==> src/rtl/hlfr_pkg.sv <==
// shared types and constants of the header/length frame receiver
`timescale 1ns / 1ps

package hlfr_pkg;

  localparam int unsigned MAX_PAYLOAD = 256;
  localparam int unsigned CNT_W       = $clog2(MAX_PAYLOAD + 1);

  localparam logic [7:0]  HDR_FIRST_RST  = 8'h5A;
  localparam logic [7:0]  HDR_SECOND_RST = 8'hA5;
  localparam logic [15:0] CRC_INIT       = 16'hFFFF;
  localparam logic [15:0] CRC_POLY       = 16'hA001;
  localparam logic [15:0] LEN_MIN        = 16'd2;
  localparam logic [16:0] LEN_MAX        = 17'(MAX_PAYLOAD + 2);

  // register index as carried by paddr[2]
  localparam logic REG_HDR_FIRST  = 1'b0;
  localparam logic REG_HDR_SECOND = 1'b1;

  typedef enum logic [2:0] {
    PH_HUNT   = 3'd0,
    PH_LEN_HI = 3'd1,
    PH_LEN_LO = 3'd2,
    PH_FUNC   = 3'd3,
    PH_OP     = 3'd4,
    PH_DATA   = 3'd5,
    PH_CRC_LO = 3'd6,
    PH_CRC_HI = 3'd7
  } phase_t;

  typedef enum logic [1:0] {
    KIND_PAYLOAD = 2'd0,
    KIND_DONE    = 2'd1,
    KIND_REJECT  = 2'd2
  } kind_t;

  typedef struct packed {
    kind_t       kind;
    logic [7:0]  func_code;
    logic [7:0]  op_code;
    logic [7:0]  payload_byte;
    logic [7:0]  payload_index;
    logic [15:0] frame_length;
    logic [15:0] crc_received;
    logic        crc_ok;
  } result_t;

endpackage

==> src/rtl/hlfr_crc.sv <==
// byte-wide crc-16 update, reflected polynomial, eight shift steps unrolled
`timescale 1ns / 1ps

module hlfr_crc (
  input  logic [15:0] crc_in,
  input  logic [7:0]  data,
  output logic [15:0] crc_out
);

  always_comb begin
    logic [15:0] c;
    c = crc_in ^ {8'h00, data};
    for (int i = 0; i < 8; i++) begin
      if (c[0]) begin
        c = (c >> 1) ^ hlfr_pkg::CRC_POLY;
      end else begin
        c = c >> 1;
      end
    end
    crc_out = c;
  end

endmodule

==> src/rtl/hlfr_parser.sv <==
// frame parsing state machine, crc accumulation and result generation
`timescale 1ns / 1ps

module hlfr_parser (
  input  logic                clk,
  input  logic                rst,
  input  logic                fire,
  input  logic [7:0]          rx_byte,
  input  logic [7:0]          header_first,
  input  logic [7:0]          header_second,
  output logic                res_valid,
  output hlfr_pkg::result_t   res
);

  hlfr_pkg::phase_t              phase, phase_next;
  logic [7:0]                    previous_byte, previous_byte_next;
  logic [15:0]                   declared_length, declared_length_next;
  logic [hlfr_pkg::CNT_W-1:0]    byte_counter, byte_counter_next;
  logic [7:0]                    held_func, held_func_next;
  logic [7:0]                    held_op, held_op_next;
  logic [15:0]                   crc_acc, crc_acc_next;
  logic [7:0]                    crc_low_held, crc_low_held_next;

  logic [15:0]                   crc_seed, crc_in, crc_fed;
  logic [15:0]                   len_full, cnt_ext;
  logic [15:0]                   rc;
  logic [hlfr_pkg::CNT_W-1:0]    cnt_inc;
  logic                          hdr_match, len_bad, cnt_last;

  // crc over the first header byte, then the current byte on top
  hlfr_crc u_crc_seed (
    .crc_in  (hlfr_pkg::CRC_INIT),
    .data    (header_first),
    .crc_out (crc_seed)
  );

  assign crc_in = (phase == hlfr_pkg::PH_HUNT) ? crc_seed : crc_acc;

  hlfr_crc u_crc_byte (
    .crc_in  (crc_in),
    .data    (rx_byte),
    .crc_out (crc_fed)
  );

  assign hdr_match = (previous_byte == header_first) && (rx_byte == header_second);
  assign len_full  = {declared_length[15:8], rx_byte};
  assign len_bad   = (len_full < hlfr_pkg::LEN_MIN) ||
                     ({1'b0, len_full} > hlfr_pkg::LEN_MAX);
  assign cnt_inc   = byte_counter + hlfr_pkg::CNT_W'(1);
  assign cnt_last  = 16'(cnt_inc) >= (declared_length - hlfr_pkg::LEN_MIN);
  assign cnt_ext   = 16'(byte_counter);
  assign rc        = {rx_byte, crc_low_held};

  // next state
  always_comb begin
    phase_next = phase;
    if (fire) begin
      unique case (phase)
        hlfr_pkg::PH_HUNT:   phase_next = hdr_match ? hlfr_pkg::PH_LEN_HI : hlfr_pkg::PH_HUNT;
        hlfr_pkg::PH_LEN_HI: phase_next = hlfr_pkg::PH_LEN_LO;
        hlfr_pkg::PH_LEN_LO: phase_next = len_bad ? hlfr_pkg::PH_HUNT : hlfr_pkg::PH_FUNC;
        hlfr_pkg::PH_FUNC:   phase_next = hlfr_pkg::PH_OP;
        hlfr_pkg::PH_OP: begin
          phase_next = (declared_length == hlfr_pkg::LEN_MIN) ? hlfr_pkg::PH_CRC_LO
                                                               : hlfr_pkg::PH_DATA;
        end
        hlfr_pkg::PH_DATA:   phase_next = cnt_last ? hlfr_pkg::PH_CRC_LO : hlfr_pkg::PH_DATA;
        hlfr_pkg::PH_CRC_LO: phase_next = hlfr_pkg::PH_CRC_HI;
        hlfr_pkg::PH_CRC_HI: phase_next = hlfr_pkg::PH_HUNT;
        default:             phase_next = hlfr_pkg::PH_HUNT;
      endcase
    end
  end

  // datapath and result
  always_comb begin
    previous_byte_next   = previous_byte;
    declared_length_next = declared_length;
    byte_counter_next    = byte_counter;
    held_func_next       = held_func;
    held_op_next         = held_op;
    crc_acc_next         = crc_acc;
    crc_low_held_next    = crc_low_held;
    res_valid            = 1'b0;
    res                  = '0;
    if (fire) begin
      unique case (phase)
        hlfr_pkg::PH_HUNT: begin
          if (hdr_match) begin
            crc_acc_next         = crc_fed;
            declared_length_next = '0;
            byte_counter_next    = '0;
            previous_byte_next   = '0;
          end else begin
            previous_byte_next = rx_byte;
          end
        end
        hlfr_pkg::PH_LEN_HI: begin
          crc_acc_next         = crc_fed;
          declared_length_next = {rx_byte, 8'h00};
        end
        hlfr_pkg::PH_LEN_LO: begin
          crc_acc_next         = crc_fed;
          declared_length_next = len_full;
          if (len_bad) begin
            res_valid          = 1'b1;
            res.kind           = hlfr_pkg::KIND_REJECT;
            res.frame_length   = len_full;
            previous_byte_next = '0;
            byte_counter_next  = '0;
          end
        end
        hlfr_pkg::PH_FUNC: begin
          crc_acc_next   = crc_fed;
          held_func_next = rx_byte;
        end
        hlfr_pkg::PH_OP: begin
          crc_acc_next      = crc_fed;
          held_op_next      = rx_byte;
          byte_counter_next = '0;
        end
        hlfr_pkg::PH_DATA: begin
          crc_acc_next      = crc_fed;
          res_valid         = 1'b1;
          res.kind          = hlfr_pkg::KIND_PAYLOAD;
          res.func_code     = held_func;
          res.op_code       = held_op;
          res.payload_byte  = rx_byte;
          res.payload_index = cnt_ext[7:0];
          res.frame_length  = declared_length;
          byte_counter_next = cnt_inc;
        end
        hlfr_pkg::PH_CRC_LO: begin
          crc_low_held_next = rx_byte;
        end
        hlfr_pkg::PH_CRC_HI: begin
          res_valid          = 1'b1;
          res.kind           = hlfr_pkg::KIND_DONE;
          res.func_code      = held_func;
          res.op_code        = held_op;
          res.frame_length   = declared_length;
          res.crc_received   = rc;
          res.crc_ok         = (rc == crc_acc);
          previous_byte_next = '0;
          byte_counter_next  = '0;
        end
        default: begin
          previous_byte_next = '0;
        end
      endcase
    end
  end

  always_ff @(posedge clk) begin
    if (rst) begin
      phase           <= hlfr_pkg::PH_HUNT;
      previous_byte   <= '0;
      declared_length <= '0;
      byte_counter    <= '0;
      held_func       <= '0;
      held_op         <= '0;
      crc_acc         <= hlfr_pkg::CRC_INIT;
      crc_low_held    <= '0;
    end else begin
      phase           <= phase_next;
      previous_byte   <= previous_byte_next;
      declared_length <= declared_length_next;
      byte_counter    <= byte_counter_next;
      held_func       <= held_func_next;
      held_op         <= held_op_next;
      crc_acc         <= crc_acc_next;
      crc_low_held    <= crc_low_held_next;
    end
  end

endmodule

==> src/rtl/hlfr_out_reg.sv <==
// result register with valid/ready handshake towards the receiver
`timescale 1ns / 1ps

module hlfr_out_reg (
  input  logic               clk,
  input  logic               rst,
  input  logic               load,
  input  logic               res_valid,
  input  hlfr_pkg::result_t  res,
  input  logic               take,
  output logic               out_valid,
  output hlfr_pkg::result_t  out_res
);

  always_ff @(posedge clk) begin
    if (rst) begin
      out_valid <= 1'b0;
    end else if (load) begin
      out_valid <= res_valid;
    end else if (take) begin
      out_valid <= 1'b0;
    end
  end

  always_ff @(posedge clk) begin
    if (load && res_valid) begin
      out_res <= res;
    end
  end

endmodule

==> src/rtl/header_length_frame_receiver.sv <==
// top level of the header/length frame receiver with apb register port
`timescale 1ns / 1ps

// header/length frame receiver
// s_axis side: one received byte per transfer (s_tdata). the block hunts for
// the two header bytes, reads a big-endian length, a function byte, an
// operation byte, length-2 payload bytes and a crc, low byte first.
// m_axis side: one transfer per payload byte (tuser kind payload), one when a
// frame ends (kind done, with received crc and crc-16/modbus match flag) and
// one when the length is below 2 or the payload exceeds MAX_PAYLOAD (kind
// reject, block goes back to hunting). header, non-rejected length, function,
// operation, crc low and hunting bytes give no transfer.
// apb port: header_first at 0x0, header_second at 0x4, written with the
// usual setup and access cycles, pready always high. write only when idle.
// a result appears on m_axis in the cycle after its byte is taken.
// throughput: one byte per cycle while s_tready is high; each byte goes through the crc byte update
// and the parser state logic between the input and the result register.
// s_tready stays high while the result register is empty or being emptied,
// so a stalled receiver holds one result and back-pressures the input.
// reset: synchronous; headers return to 0x5a/0xa5, parser hunts, crc preset
// to 0xffff, result register empties. no clearing pass is needed.

module header_length_frame_receiver (
  input  logic        clk,
  input  logic        rst,
  // byte input
  input  logic        s_tvalid,
  output logic        s_tready,
  input  logic [7:0]  s_tdata,   // [7:0] rx_byte
  // result output
  output logic        m_tvalid,
  input  logic        m_tready,
  output logic [71:0] m_tdata,   // [7:0] func_code, [15:8] op_code, [23:16] payload_byte,
                                 // [31:24] payload_index, [47:32] frame_length,
                                 // [63:48] crc_received, [64] crc_ok, rest zero
  output logic [1:0]  m_tuser,   // [1:0] kind
  // configuration
  input  logic        psel,
  input  logic        penable,
  input  logic        pwrite,
  input  logic [2:0]  paddr,
  input  logic [31:0] pwdata,
  output logic [31:0] prdata,
  output logic        pready
);

  logic [7:0]        header_first, header_second;
  logic              cfg_wr, in_fire;
  logic              res_valid;
  hlfr_pkg::result_t res, out_res;

  // configuration registers
  assign pready = 1'b1;
  assign cfg_wr = psel && penable && pwrite && pready;

  always_ff @(posedge clk) begin
    if (rst) begin
      header_first  <= hlfr_pkg::HDR_FIRST_RST;
      header_second <= hlfr_pkg::HDR_SECOND_RST;
    end else if (cfg_wr) begin
      unique case (paddr[2])
        hlfr_pkg::REG_HDR_FIRST:  header_first  <= pwdata[7:0];
        hlfr_pkg::REG_HDR_SECOND: header_second <= pwdata[7:0];
        default: ;
      endcase
    end
  end

  always_comb begin
    unique case (paddr[2])
      hlfr_pkg::REG_HDR_FIRST:  prdata = {24'h0, header_first};
      hlfr_pkg::REG_HDR_SECOND: prdata = {24'h0, header_second};
      default:                  prdata = '0;
    endcase
  end

  // input accepted whenever the result register can take the outcome
  assign s_tready = !m_tvalid || m_tready;
  assign in_fire  = s_tvalid && s_tready;

  hlfr_parser u_parser (
    .clk           (clk),
    .rst           (rst),
    .fire          (in_fire),
    .rx_byte       (s_tdata),
    .header_first  (header_first),
    .header_second (header_second),
    .res_valid     (res_valid),
    .res           (res)
  );

  hlfr_out_reg u_out_reg (
    .clk       (clk),
    .rst       (rst),
    .load      (in_fire),
    .res_valid (res_valid),
    .res       (res),
    .take      (m_tready),
    .out_valid (m_tvalid),
    .out_res   (out_res)
  );

  // pack the result for the stream
  assign m_tuser = out_res.kind;
  assign m_tdata = {7'h00, out_res.crc_ok, out_res.crc_received, out_res.frame_length,
                    out_res.payload_index, out_res.payload_byte, out_res.op_code,
                    out_res.func_code};

  // a result is only produced for an accepted byte
  assert property (@(posedge clk) disable iff (rst) res_valid |-> in_fire)
    else $error("parser result without an accepted byte");

  // an accepted byte that gives a result shows up on the output next cycle
  assert property (@(posedge clk) disable iff (rst) (in_fire && res_valid) |=> m_tvalid)
    else $error("result lost on its way to the output register");

  // payload and reject transfers never carry crc fields
  assert property (@(posedge clk) disable iff (rst)
    (m_tvalid && m_tuser != hlfr_pkg::KIND_DONE) |-> (m_tdata[64:48] == '0))
    else $error("crc fields set on a non-completion transfer");

  // output register is empty straight after reset
  assert property (@(posedge clk) $past(rst) |-> !m_tvalid)
    else $error("result valid after reset");

endmodule
==> config.mk <==
export PLATFORM = sky130hd
export DESIGN_NAME = header_length_frame_receiver
export DESIGN_NICKNAME = d
export VERILOG_FILES = /design/src/rtl/hlfr_pkg.sv /design/src/rtl/hlfr_crc.sv /design/src/rtl/hlfr_parser.sv /design/src/rtl/hlfr_out_reg.sv /design/src/rtl/header_length_frame_receiver.sv
export SDC_FILE = /design/constraint.sdc
export NUM_CORES = 1
export LEC_CHECK = 0
export BUFFER_PORTS_ARGS = -buffer_cell sky130_fd_sc_hd__buf_2
export CAP_MARGIN = 20
export CORE_UTILIZATION = 40
export DETAILED_ROUTE_END_ITERATION = 8
export HOLD_SLACK_MARGIN = 0.02
export REMOVE_ABC_BUFFERS = 1
export SKIP_LAST_GASP = 1
export SLEW_MARGIN = 20
export SYNTH_ARGS = -nofsm -noshare
export SYNTH_HDL_FRONTEND = slang
export SYNTH_HIERARCHICAL = 1
export SYNTH_SLANG_ARGS = --single-unit
==> constraint.sdc <==
create_clock -name clk -period 3.3 [get_ports clk]
set_input_delay 0.33 -clock clk [delete_from_list [all_inputs] [get_ports clk]]
set_output_delay 0.33 -clock clk [all_outputs]
set_load 0.005 [all_outputs]
======== Word-level counts from Yosys, hierarchy flattened ========
Index checks and enable logic that the tools add are counted.
Widths: inputs -> output; s select.
cells by class
  equality and inequality tests ........... 13
  order comparisons ....................... 3
  muxes and demuxes ....................... 42
  add/sub/neg operators ................... 2
  reductions and logical operators ........ 31
  bitwise gates (word level) .............. 20
operator list
  kind                   count
  $mux 16                20
  $pmux 16 s2            2
  $pmux 32 s2            1
  $not 2->3              16
  $pmux 16 s3            1
  $pmux 9 s4             1
  $pmux 3 s8             1
  $pmux 8 s3             1
  $mux 9                 2
  $eq 16x16->1           1
  $eq 16x2->1 const B    1
  $eq 8x8->1             2
  $ge 9x16->1            1
  $gt 16x9->1 const B    1
  $lt 16x2->1 const B    1
  $mux 8                 2
  $not 8->16             1
  $reduce_and 2->1       8
  $sub 16x2->16 const B  1
  $xor 16x8->16          1
  $eq 3x3->1 const B     4
  $add 9x1->9 const B    1
  $reduce_and 3->1       3
  $mux 2                 4
  17 further kinds       34
word-level totals
  logic and storage cells ................. 131
  bits of input ports ..................... 50
  flip-flop bits (word level) ............. 160
  output and inout port bits .............. 109

======== Longest topological paths before layout ========
Gate-level depths: netlist of run 1.
  depth in word-level cells ............... 37
  mapped depth ............................ 11
  depth with buffers taken out ............ 11

======== Cells and area by module ========
Netlist of run 1, hierarchy kept.
by module, submodules not included
  module                        instances  area an instance (µm²)  seq. area each (µm²)  cells each
  hlfr_parser                   1          4,793.3                 1,521.5               573
  hlfr_out_reg                  1          2,053.2                 2,031.9               72
  header_length_frame_receiver  1          1,056.0                 320.3                 116
  hlfr_crc                      2          284.0                   0.0                   29

======== Least setup slack after synthesis of run 1 ========
OpenSTA, ideal clock, no wires.
  kind .................................... input to register
  start ................................... in s_tdata[2]
  end ..................................... reg u_out_reg/out_res[0] (netlist name)
  library setup time ...................... 0.421 ns
  setup slack ............................. -0.190 ns
  data arrival time ....................... 3.068 ns
  buffers on the path ..................... 0
  data required time ...................... 2.879 ns
  cell stages on the path ................. 6
  cell sequence ........................... or4_1 -> nand2b_4 -> a311oi_4 -> o21a_4 -> nand2_1 -> inv_1
on the way
  word-level cells in the longest chain between the ends .. 6
  elaborated cells on any way between the ends .. 7
  classes of those cells .................. order compare: 2; mux: 3; reduce/logical: 2
ends and longest elaborated chain
  what                                        RTL line                              text
  start: declaration                          header_length_frame_receiver.sv:29    input logic [7:0] s_tdata,
  $lt 16x2->1 or $gt 16x9->1 (tied branches)  hlfr_parser.sv:47, hlfr_parser.sv:48
  $logic_or 1x1->1 *                          hlfr_parser.sv:47                     assign len_bad = (len_full < hlfr_pkg::LEN_MIN) ||
  $mux 1 *                                    hlfr_parser.sv:105                    if (len_bad) begin
  $pmux 1 s2 *                                hlfr_parser.sv:87                     unique case (phase)
  $mux 1 *                                    hlfr_parser.sv:86                     if (fire) begin
  via res_valid                               header_length_frame_receiver.sv:49    logic res_valid;
  $logic_and 1x1->1 *                         hlfr_out_reg.sv:26                    if (load && res_valid) begin
The timed path passes the listed nets; every way through them passes the cells marked *.
A chain may end at the register's enable or synchronous reset.

======== Worst setup path in the final report of run 1 ========
  start ................................... reg header_first[3]
  end ..................................... reg u_parser.crc_acc[0]
on the way
  word-level cells in the longest chain between the ends .. 22
  elaborated cells on any way between the ends .. 26
  classes of those cells .................. eq/ne: 2; mux: 19; bitwise: 3; reduce/logical: 2
ends and longest elaborated chain
  what                      RTL line                            text
  start: declaration        header_length_frame_receiver.sv:47  logic [7:0] header_first, header_second;
  start signal: assignment  header_length_frame_receiver.sv:58  header_first <= hlfr_pkg::HDR_FIRST_RST;
  start signal: assignment  header_length_frame_receiver.sv:62  hlfr_pkg::REG_HDR_FIRST: header_first <= pwdata[7:0];
  $not 8->16 (no line) *    --
  $mux 16 * (2 in a row)    hlfr_crc.sv:14                      if (c[0]) begin
  $not 2->3 (no line)       --
  $mux 16 * (6 in a row)    hlfr_crc.sv:14
  via u_parser.crc_seed[0]  hlfr_parser.sv:24                   logic [15:0] crc_seed, crc_in, crc_fed;
  $mux 16 *                 hlfr_parser.sv:37                   assign crc_in = (phase == hlfr_pkg::PH_HUNT) ? crc_seed : crc_acc;
  via u_parser.crc_in[0]    hlfr_parser.sv:24
  $xor 16x8->16 *           hlfr_crc.sv:12                      c = crc_in ^ {8'h00, data};
  $mux 16 * (8 in a row)    hlfr_crc.sv:14
  via u_parser.crc_fed[0]   hlfr_parser.sv:24
  $mux 16                   hlfr_parser.sv:89                   if (hdr_match) begin
  $pmux 16 s2 *             hlfr_parser.sv:87
  end signal: assignment    hlfr_parser.sv:162                  crc_acc <= hlfr_pkg::CRC_INIT;
  end signal: assignment    hlfr_parser.sv:171                  crc_acc <= crc_acc_next;
  end: declaration          hlfr_parser.sv:21                   logic [15:0] crc_acc, crc_acc_next;
The timed path passes the listed nets; every way through them passes the cells marked *. The select of a mux whose other input is x is not followed.

==> out/summary.txt, run 1 <==
# fillers: 1,946
CP endpoint kind: register
unrepaired setup endpoints after global routing: no
die area: 21,800 um^2
Avg Cell Area, Syn: 10.3 um^2
GP Congestion: 0.797
minimum clock period: 3.05 ns
I/O Pins: 159
Avg Vias per Cell: 5.03
FF-to-FF path depth: 11
Core ar.: 20,500 um^2
root buffer cell: clkbuf_16
vias: 6,031
status: completed
Critical R2R Launch: header_first[3]
std cell rows: 52
port bufs: 100
CTS Buffer Depth: 2
Buf+Inv Stages, Crit Path: 0
first-pass GRT wire length: 30,400 um
Worst path top cell family by delay: XOR/XNOR gates
Crit path depth: 11
Clock Sinks: 160
dominant synthesized flop cell: dfxtp_1
max_cap viols: 0
drc violations: 0
Hold Slack: 0.169 ns
min-delay worst type: input port to register
Critical Path Fanout Max: 4
Initial Util: 41.3%
clock skew: 0.00806 ns
Worst-path clk slew: 0.06 ns
cts bufs inserted: 17
Post-CTS Hold Fix Bufs: 0
Leak Pwr: 3.83 nW
hold depth: 3
Post-synth EDFFs: 67
most frequent CP cell: xnor2_2
total global-route track usage: 18.0%
Flop pwr share: 46.2%
post-DP HPWL: 13,000 um
async set-or-reset flop fraction in the synthesized netlist: 0%
largest net degree at the start of global routing: 101
crit-path cells: xor2_1 -> xnor2_1 -> xnor2_2 -> xnor3_1 -> mux2_2 -> xnor2_2 -> xnor2_1 -> xnor2_2 -> xnor3_1 -> nor2_1 -> mux2i_1
Mapped Area: 8470 um^2
Slew @ Worst Pin: 1.01 ns
Critical-path top delay cell: xnor3_1
nets@finish: 976
H-tree levels: 4
Post-Syn Instances: 819
initial antenna violation count: 0
Yosys reg bits: 160
die width: 148 um
final worst path period share: 92.4%
Layout Cells excl Fill: 1,198
Seq/Total Area, Yosys: 45.7%
cts repair resizes: 0
worst vdd ir: 0.350 mV
critical path startpoint category: register
Logic pwr share: 12.6%
number of global-route vias before repair: 5,577
final hold violations: 0
Required @ worst endpoint: 3.61 ns
Netlist cell types: 70
placed cell count: 1,166
grt ovf: 0
yosys warns: 6
Fmax: 328 MHz
Switching Share: 25.5%
worst setup path class: register to register
Worst Hold Launch: pwdata[1]
Clock power frac: 41.2%
crit path launch: header_first[3]
Setup TNS: 0 ns
First DRT Iteration DRCs: 487
Final Max Tran Viols: 0
Routed Antenna Nets: 0
share of post-route cells with drive strength above 1: 22.4%
slowest stage delay, CP: 0.37 ns
Pwr Density: 461 nW/um^2
Psw: 1.14 mW
Arrival @ worst endpoint: 3.36 ns
router iterations before antenna repair: 5
Core Util, Final: 47.2%
max_slew headroom: 32.8%
Die Ht: 148 um
Post-CTS Setup Bufs: 0
number of setup violations in the final report: 0
worst skew pair latency: 0.43 ns
internal power: 3.33 mW
ANT cells: 0
Wirelength per Cell: 16.0 um
Area Growth Syn to Fin: 14.3%
clock tree from TritonCTS: done
Total Routed Length: 19,100 um
-- per-stage QoR --
step / setup WS, ns / power [mW] / instance area (um^2)
floorplan: -0.228 / 2.53 / 8120
global placement: 0.312 / 2.67 / 9130
detailed placement: 0.255 / 2.67 / 9130
CTS: 0.229 / 4.49 / 9680
global route: 0.0137 / 4.64 / 9680
finish: 0.252 / 4.47 / 9680
-- cell usage after synthesis, types with 3 or more instances --
cell	count	area, um^2
dfxtp_1	93	1860
edfxtp_1	67	2010
a32o_1	16	160
nand3_1	11	55.1
or3_1	3	18.8
nor2_1	71	267
conb_1	3	11.3
mux2_2	24	270
buf_6	4	45.0
or4_1	3	22.5
xor2_1	45	394
nor4_1	11	68.8
nor3_1	10	50.1
a22oi_1	8	60.1
and2_1	26	163
a211o_1	4	35.0
a21o_1	3	22.5
a311oi_2	5	75.1
nand2_1	81	304
nand2b_1	22	138
o21ai_0	8	40.0
inv_1	6	22.5
ha_1	11	138
mux2i_1	43	430
clkbuf_1	37	139
buf_4	42	315
nand4_1	3	18.8
a21oi_1	30	150
xnor2_2	6	97.6
and3_1	34	213
xnor2_1	40	350
-- cell usage in the layout (no fill, tap or decap), types with 17 or more instances in the layout --
master / netlist / routed
clkbuf_16: 0 / 17
a21oi_1: 30 / 30
and2_1: 26 / 26
dfxtp_1: 93 / 93
nor2_1: 71 / 71
buf_2: 2 / 100
xnor2_1: 40 / 40
conb_1: 3 / 48
xor2_1: 45 / 45
nand2b_1: 22 / 22
nand2_1: 81 / 81
buf_4: 42 / 18
and3_1: 34 / 34
mux2i_1: 43 / 43
edfxtp_1: 67 / 67
mux2_2: 24 / 24
-- metal layers --
metal	vias up	GRT usage [%]	part of all wire (%)
met4	0	4.02	0.75
met3	13	4.01	4.2
met2	147	28.7	47
li1	2989	-	-
met5	-	0	0
met1	2882	25.0	48
-- cells by family after synthesis --
group | share of synthesized area, %
multiplexers | 8.27
XOR/XNOR | 10.5
buffers and inverters | 6.51
adder cells (fa/ha/maj) | 1.62
other | 0.133
AND/OR/NAND/NOR | 17.9
AO/OA/AOI/OAI | 9.36
flip-flops | 45.7
-- tightest hold or removal path: stages --
cell and delay [ns]:
buf_2 0.08, nor2_1 0.04, mux2i_1 0.10
-- sequential cells by signal, summed over array words and instances, names as in the netlist --
register and cells:
u_parser/declared_length 16, u_parser/crc_acc 16, u_parser/previous_byte 8, u_parser/held_op 8, u_out_reg/out_valid 1, u_out_reg/out_res 67
u_parser/crc_low_held 8, u_parser/phase 3, header_second 8, header_first 8, u_parser/byte_counter 9, u_parser/held_func 8
-- power groups by stage --
stage	Clock (mW)	Sequential [mW]	Combinational (mW)
floorplan	0	2.10	0.423
global placement	0	2.11	0.559
detailed placement	0	2.11	0.561
CTS	1.87	2.06	0.564
global route	1.96	2.06	0.613
finish	1.84	2.06	0.561
-- worst paths after layout --
path                         end  slack (ns)
max reg2reg  u_parser/crc_acc[0]        0.25
min reg2reg  u_parser/held_op[2]        0.45
max          u_parser/crc_acc[0]        0.25
min              header_first[1]        0.17
-- final cells by class --
| class | count | area [um^2] | share of cell area [%] |
|---|---|---|---|
| Inverter | 8 | 30.0 | 0.310 |
| Timing Repair Buffer | 120 | 676 | 6.98 |
| Multi-Input combinational cell | 608 | 4210 | 43.5 |
| Tap cell | 270 | 338 | 3.49 |
| Clock inverter | 13 | 109 | 1.12 |
| Clock buffer | 19 | 443 | 4.57 |
| Sequential cell | 160 | 3870 | 40.0 |
No activity file was read; power rests on OpenSTA's default activity.
==> run 2: changes to the inputs <==
- ABC_AREA: unset -> 1
==> run 2 against run 1 <==
  * The run now ends with DRC left
  * Register-to-register slack improved by 0.25 ns
  * Sequential share of layout area is 2.1 points lower
  * Sequential cell count did not move
  * Highest routed layer unchanged
  * Clock skew increased by 0.0087 ns
==> out/summary.txt, run 2 <==
vias: 7,313
fin area: 10,200 um^2
FF-to-FF path depth: 29
Netlist cell types: 51
async set-or-reset flop fraction in the synthesized netlist: 0%
Post-synth EDFFs: 67
Wirelength per Cell: 14.3 um
GP Congestion: 0.843
final hold violations: 0
Seq/Total Area, Yosys: 43.1%
Critical Path Fanout Max: 6
commonest non-fill, non-tap cell in the layout: nand2_1
min-delay worst type: input port to register
Multi-input gate area: 4300 um^2
dominant synthesized flop cell: dfxtp_1
First DRT Iteration DRCs: 457
Yosys reg bits: 160
unrepaired setup endpoints after global routing: no
Logic pwr share: 11.7%
most common cell in the netlist: nand2_1
internal power: 3.37 mW
die width: 152 um
Synth Area in XOR/XNOR: 6.08%
final worst path period share: 84.8%
top cells by area, synth: edfxtp_1, dfxtp_1, nand2_1
Area Growth Syn to Fin: 13.7%
FF/Latch Area: 3870 um^2
Flop pwr share: 45.2%
yosys warns: 6
Switching Share: 26.4%
FF-to-FF setup slack: 0.50 ns
status: finished, violations left
worst setup path class: register to register
grt ovf: 0
H-tree levels: 4
# fillers: 2,177
Clock Sinks: 160
post-DP HPWL: 15,400 um
worst r2r dst: u_parser/crc_acc[0]
max reg flops: 67
WHS Endpoint: header_first[3]
Clock power frac: 43.1%
Required @ worst endpoint: 3.57 ns
Post-Synth Simple-Gate Area: 28.7%
initial antenna violation count: 0
minimum clock period: 2.80 ns
Initial Util: 41.0%
Worst path top cell family by delay: simple AND/OR/NAND/NOR gates
max_cap viols: 0
number of global-route vias before repair: 6,609
CTS Buffer Depth: 2
adder-cell area share of the yosys netlist: 1.53%
largest registers: u_out_reg/out_res (67), u_parser/crc_acc (16), u_parser/declared_length (16)
CP endpoint kind: register
Core Util, Final: 46.6%
Biggest register: u_out_reg/out_res
post-synthesis mux area share: 0%
clock skew: 0.0168 ns
cts repair resizes: 0
Yosys top cell area share: 22.4%
post-synthesis compound-gate area fraction: 9.25%
nets@finish: 1,287
I/O Pins: 159
Fmax: 357 MHz
clock tree from TritonCTS: done
Overall Power: 4.58 mW
hold depth: 3
Post-Syn Instances: 1,120
Critical-path top delay cell: dfxtp_1
Post-DP Area: 9640 um^2
Buf+Inv Stages, Crit Path: 2
commonest non-fill, non-tap cells in the layout: nand2_1, nor2_1, inv_1, buf_2, dfxtp_1
ANT cells: 0
synth cell count leaders: nand2_1, nor2_1, inv_1, dfxtp_1
Leak Pwr: 4.66 nW
most frequent CP cell: nand2_2
Total Routed Length: 21,700 um
Final Max Tran Viols: 0
Worst Hold Launch: pwdata[3]
router iterations before antenna repair: 7
Avg Vias per Cell: 4.81
drc violations: 16
std cell rows: 54
main combinational cell family by area after synthesis: simple AND/OR/NAND/NOR gates
Routed Antenna Nets: 0
max_slew headroom: 40.8%
top cell type by total area after synthesis: edfxtp_1
failing checks: DRC
root buffer cell: clkbuf_16
Die Ht: 152 um
Post-CTS Setup Bufs: 0
Slew @ Worst Pin: 0.888 ns
Arrival @ worst endpoint: 3.07 ns
die area: 23,100 um^2
worst skew pair latency: 0.43 ns
number of setup violations in the final report: 0
Worst-path clk slew: 0.07 ns
Pwr Density: 448 nW/um^2
cts bufs inserted: 17
Mapped Area: 8990 um^2
Avg Cell Area, Syn: 8.03 um^2
Post-CTS Hold Fix Bufs: 0
port bufs: 100
Core ar.: 22,000 um^2
Critical R2R Launch: header_first[0]
Psw: 1.21 mW
slowest stage delay, CP: 0.48 ns
share of post-route cells with drive strength above 1: 21.5%
Setup TNS: 0 ns
critical path startpoint category: register
first-pass GRT wire length: 34,400 um
total global-route track usage: 18.8%
worst vdd ir: 0.337 mV
largest net degree at the start of global routing: 48
-- run 2: worst max-delay path by stage --
stage	depth (start not counted)	start	endpoint
after global routing	29	header_first[1]	u_parser/crc_acc[0]
after floorplan	8	m_tready	u_out_reg/out_res[0]
after global placement	29	header_first[0]	u_parser/crc_acc[0]
after CTS	29	header_first[0]	u_parser/crc_acc[0]
final	29	header_first[0]	u_parser/crc_acc[0]
after detailed placement	29	header_first[0]	u_parser/crc_acc[0]
-- run 2: through the flow --
| step | setup slack (ns) | std cells | hold slack, ns |
|---|---|---|---|
| 2_1_floorplan | -0.720 | 1089 | 0.392 |
| 3_3_place_gp | 0.536 | 1487 | 0.440 |
| 3_5_place_dp | 0.487 | 1487 | 0.445 |
| 4_1_cts | 0.465 | 1519 | 0.118 |
| 6_report | 0.501 | 1519 | 0.134 |
| 5_1_grt | 0.130 | 1519 | 0.136 |
-- run 2: layer usage --
metal	vias to the layer above	share of wire, %	global-route usage [%]
met2	222	45	30.2
met5	-	0	0
met4	0	1.2	5.10
li1	3736	-	-
met3	20	5.5	3.42
met1	3335	48	26.0
-- run 2: cell type report --
| class | count | share of cell area, % |
|---|---|---|
| clock buffer | 18 | 4.20 |
| multi-input combinational | 807 | 42.0 |
| tap | 280 | 3.43 |
| inverter | 122 | 4.60 |
| clock inverter | 14 | 1.54 |
| timing repair buffer | 118 | 6.34 |
| sequential | 160 | 37.9 |
-- run 2: power groups by stage --
| stage | Clock [mW] | Combinational, mW | Sequential, mW |
|---|---|---|---|
| after floorplan | 0 | 0.395 | 2.11 |
| after detailed placement | 0 | 0.537 | 2.12 |
| after global placement | 0 | 0.532 | 2.11 |
| after global routing | 2.08 | 0.598 | 2.07 |
| after CTS | 2.01 | 0.538 | 2.07 |
| final | 1.97 | 0.538 | 2.07 |
-- run 2: worst min-delay path: stages --
cell and delay [ns]:
buf_2 0.09, nand2_1 0.05, nand3_1 0.06
-- run 2: logic make-up (layout without fill, tap and decap cells) --
group | count (synthesis) | count (layout)
AND/OR/NAND/NOR | 540 | 540
buffers and inverters | 203 | 272
flip-flops | 160 | 160
AO/OA/AOI/OAI | 144 | 144
XOR/XNOR | 59 | 59
adder cells (fa/ha/maj) | 11 | 11
other | 3 | 53
==> run 3: changes to the inputs <==
- clock period: 3.3 -> 2.4 ns (I/O delays scaled with it)
==> run 3 against run 2 <==
  * The run ends with DRC, setup timing left
  * Worst hold slack got worse by 0.095 ns
  * Die area unchanged
  * Sequential share of layout area decreased by 2.2 points
  * Routed wire length increased by 5.4%
  * Utilization increased by 3.0 points
  * First-iteration DRC count decreased by 0.66%
  * Clock skew decreased by 0.0065 ns
  * Sequential power increased by 37%
  * Critical endpoint unchanged
  * Highest routed layer unchanged
==> out/summary.txt, run 3 (same netlist as run 2, synthesis figures left out) <==
status: finished, violations left
failing checks: DRC, setup timing
std cell rows: 54
unrepaired setup endpoints after global routing: yes
Total Routed Length: 22,800 um
max_slew headroom: 50.1%
die width: 152 um
worst vdd ir: 0.447 mV
clock tree from TritonCTS: done
largest net degree at the start of global routing: 60
grt ovf: 0
final hold violations: 0
first-pass GRT wire length: 36,200 um
largest registers: u_out_reg/out_res (67), u_parser/crc_acc (16), u_parser/declared_length (16)
number of setup violations in the final report: 7
Critical Path Fanout Max: 3
Core ar.: 22,000 um^2
cts bufs inserted: 17
Overall Power: 6.68 mW
total global-route track usage: 19.8%
Initial Util: 41.0%
Routed Antenna Nets: 0
max_cap viols: 0
Psw: 1.78 mW
Pwr Density: 614 nW/um^2
share of post-route cells with drive strength above 1: 27.3%
Critical-path top delay cell: dfxtp_1
critical path startpoint category: register
commonest non-fill, non-tap cell in the layout: nand2_1
port bufs: 100
Wirelength per Cell: 14.5 um
initial antenna violation count: 1
max reg flops: 67
Post-CTS Hold Fix Bufs: 0
die area: 23,100 um^2
Final Max Tran Viols: 0
H-tree levels: 4
Logic pwr share: 15.0%
Fmax: 379 MHz
vias: 7,619
Area Growth Syn to Fin: 20.9%
post-DP HPWL: 16,300 um
CTS Buffer Depth: 2
router iterations before antenna repair: 9
Biggest register: u_out_reg/out_res
Core Util, Final: 49.5%
Avg Vias per Cell: 4.85
Leak Pwr: 5.00 nW
minimum clock period: 2.64 ns
GP Congestion: 0.863
Flop pwr share: 42.6%
First DRT Iteration DRCs: 454
nets@finish: 1,339
Clock power frac: 42.4%
drc violations: 28
root buffer cell: clkbuf_16
final worst slack: -0.237 ns
slowest stage delay, CP: 0.34 ns
commonest non-fill, non-tap cells in the layout: nand2_1, nor2_1, inv_1, buf_2, dfxtp_1
worst skew pair latency: 0.43 ns
CP endpoint kind: register
I/O Pins: 159
Clock Sinks: 160
FF-to-FF setup slack: -0.24 ns
worst setup path class: register to register
Required @ worst endpoint: 2.68 ns
final worst path period share: 110%
Slew @ Worst Pin: 0.743 ns
Switching Share: 26.7%
min-delay worst type: input port to register
internal power: 4.90 mW
Arrival @ worst endpoint: 2.92 ns
Worst-path clk slew: 0.07 ns
number of global-route vias before repair: 6,974
Die Ht: 152 um
clock skew: 0.0102 ns
[run 3: cell types whose count changed in the layout (fill, tap and decap cells not counted), sizes merged]
cell	delta
diode	+1
buf	+52
inv	+3
bufinv	+1
clkinv	-4
[run 3: power by group through the flow]
stage               registers [mW]  clock network [mW]  logic (mW)
global placement              2.90                   0       0.833
floorplan                     2.90                   0       0.543
global route                  2.84                3.00        1.10
detailed placement            2.90                   0       0.843
finish                        2.84                2.83        1.00
CTS                           2.84                2.88       0.888
[run 3: worst max-delay path: cells and delay by family (launching register included)]
| kind | cells | cell delay [ns] |
|---|---|---|
| xor gates and xnor gates | 1 | 0.24 |
| buffers and inverters | 2 | 0.24 |
| DFF | 1 | 0.34 |
| and+or+nand+nor | 23 | 1.66 |
[run 3: per-layer routing]
| layer | part of all wire (%) | wire length [um] | vias to the layer above | global-route usage, % |
|---|---|---|---|---|
| li1 | - | - | 3830 | - |
| met1 | 47 | 10700 | 3545 | 27.1 |
| met2 | 47 | 10700 | 214 | 32.2 |
| met3 | 4.7 | 1070 | 30 | 2.94 |
| met4 | 1.7 | 382 | 0 | 6.27 |
| met5 | 0 | 0 | - | 0 |
[run 3: area by class of cell]
class	instances	area [um^2]
tap	280	350
inverter	122	470
fill	2184	11100
clock buffer	18	429
multi-input combinational	807	4520
antenna	1	2.50
clock inverter	14	178
sequential	160	3880
timing repair buffer	170	1040
[run 3: repair_timing]
| item | CTS | global route |
|---|---|---|
| setup endpoints to repair | 7 | 9 |
| pin swaps | 15 | 23 |
| gates cloned | 0 | 0 |
| resized for setup | 20 | 31 |
| setup buffers | 3 | 5 |
[run 3: final timing paths]
check | from | to | cells after the start
worst max-delay path | header_first[3] | u_parser/crc_acc[0] | 26
worst min-delay path | pwdata[2] | header_second[2] | 3
worst max register to register | header_first[3] | u_parser/crc_acc[0] | 26
worst min register to register | u_parser/held_op[1] | u_parser/held_op[1] | 2
[run 3: through the flow]
step                      cells  worst slack [ns]  instance area, um^2  hold WS, ns  TNS (ns)
after floorplan            1089             -1.61                 8640        0.302   -114.37
after global placement     1532            -0.125                 9980        0.441    -0.332
after detailed placement   1532            -0.219                 9980        0.446    -0.876
after CTS                  1567           -0.0913                10700       0.0247    -0.223
after global routing       1571            -0.442                10900       0.0479     -2.41
final                      1572            -0.237                10900       0.0385    -0.977
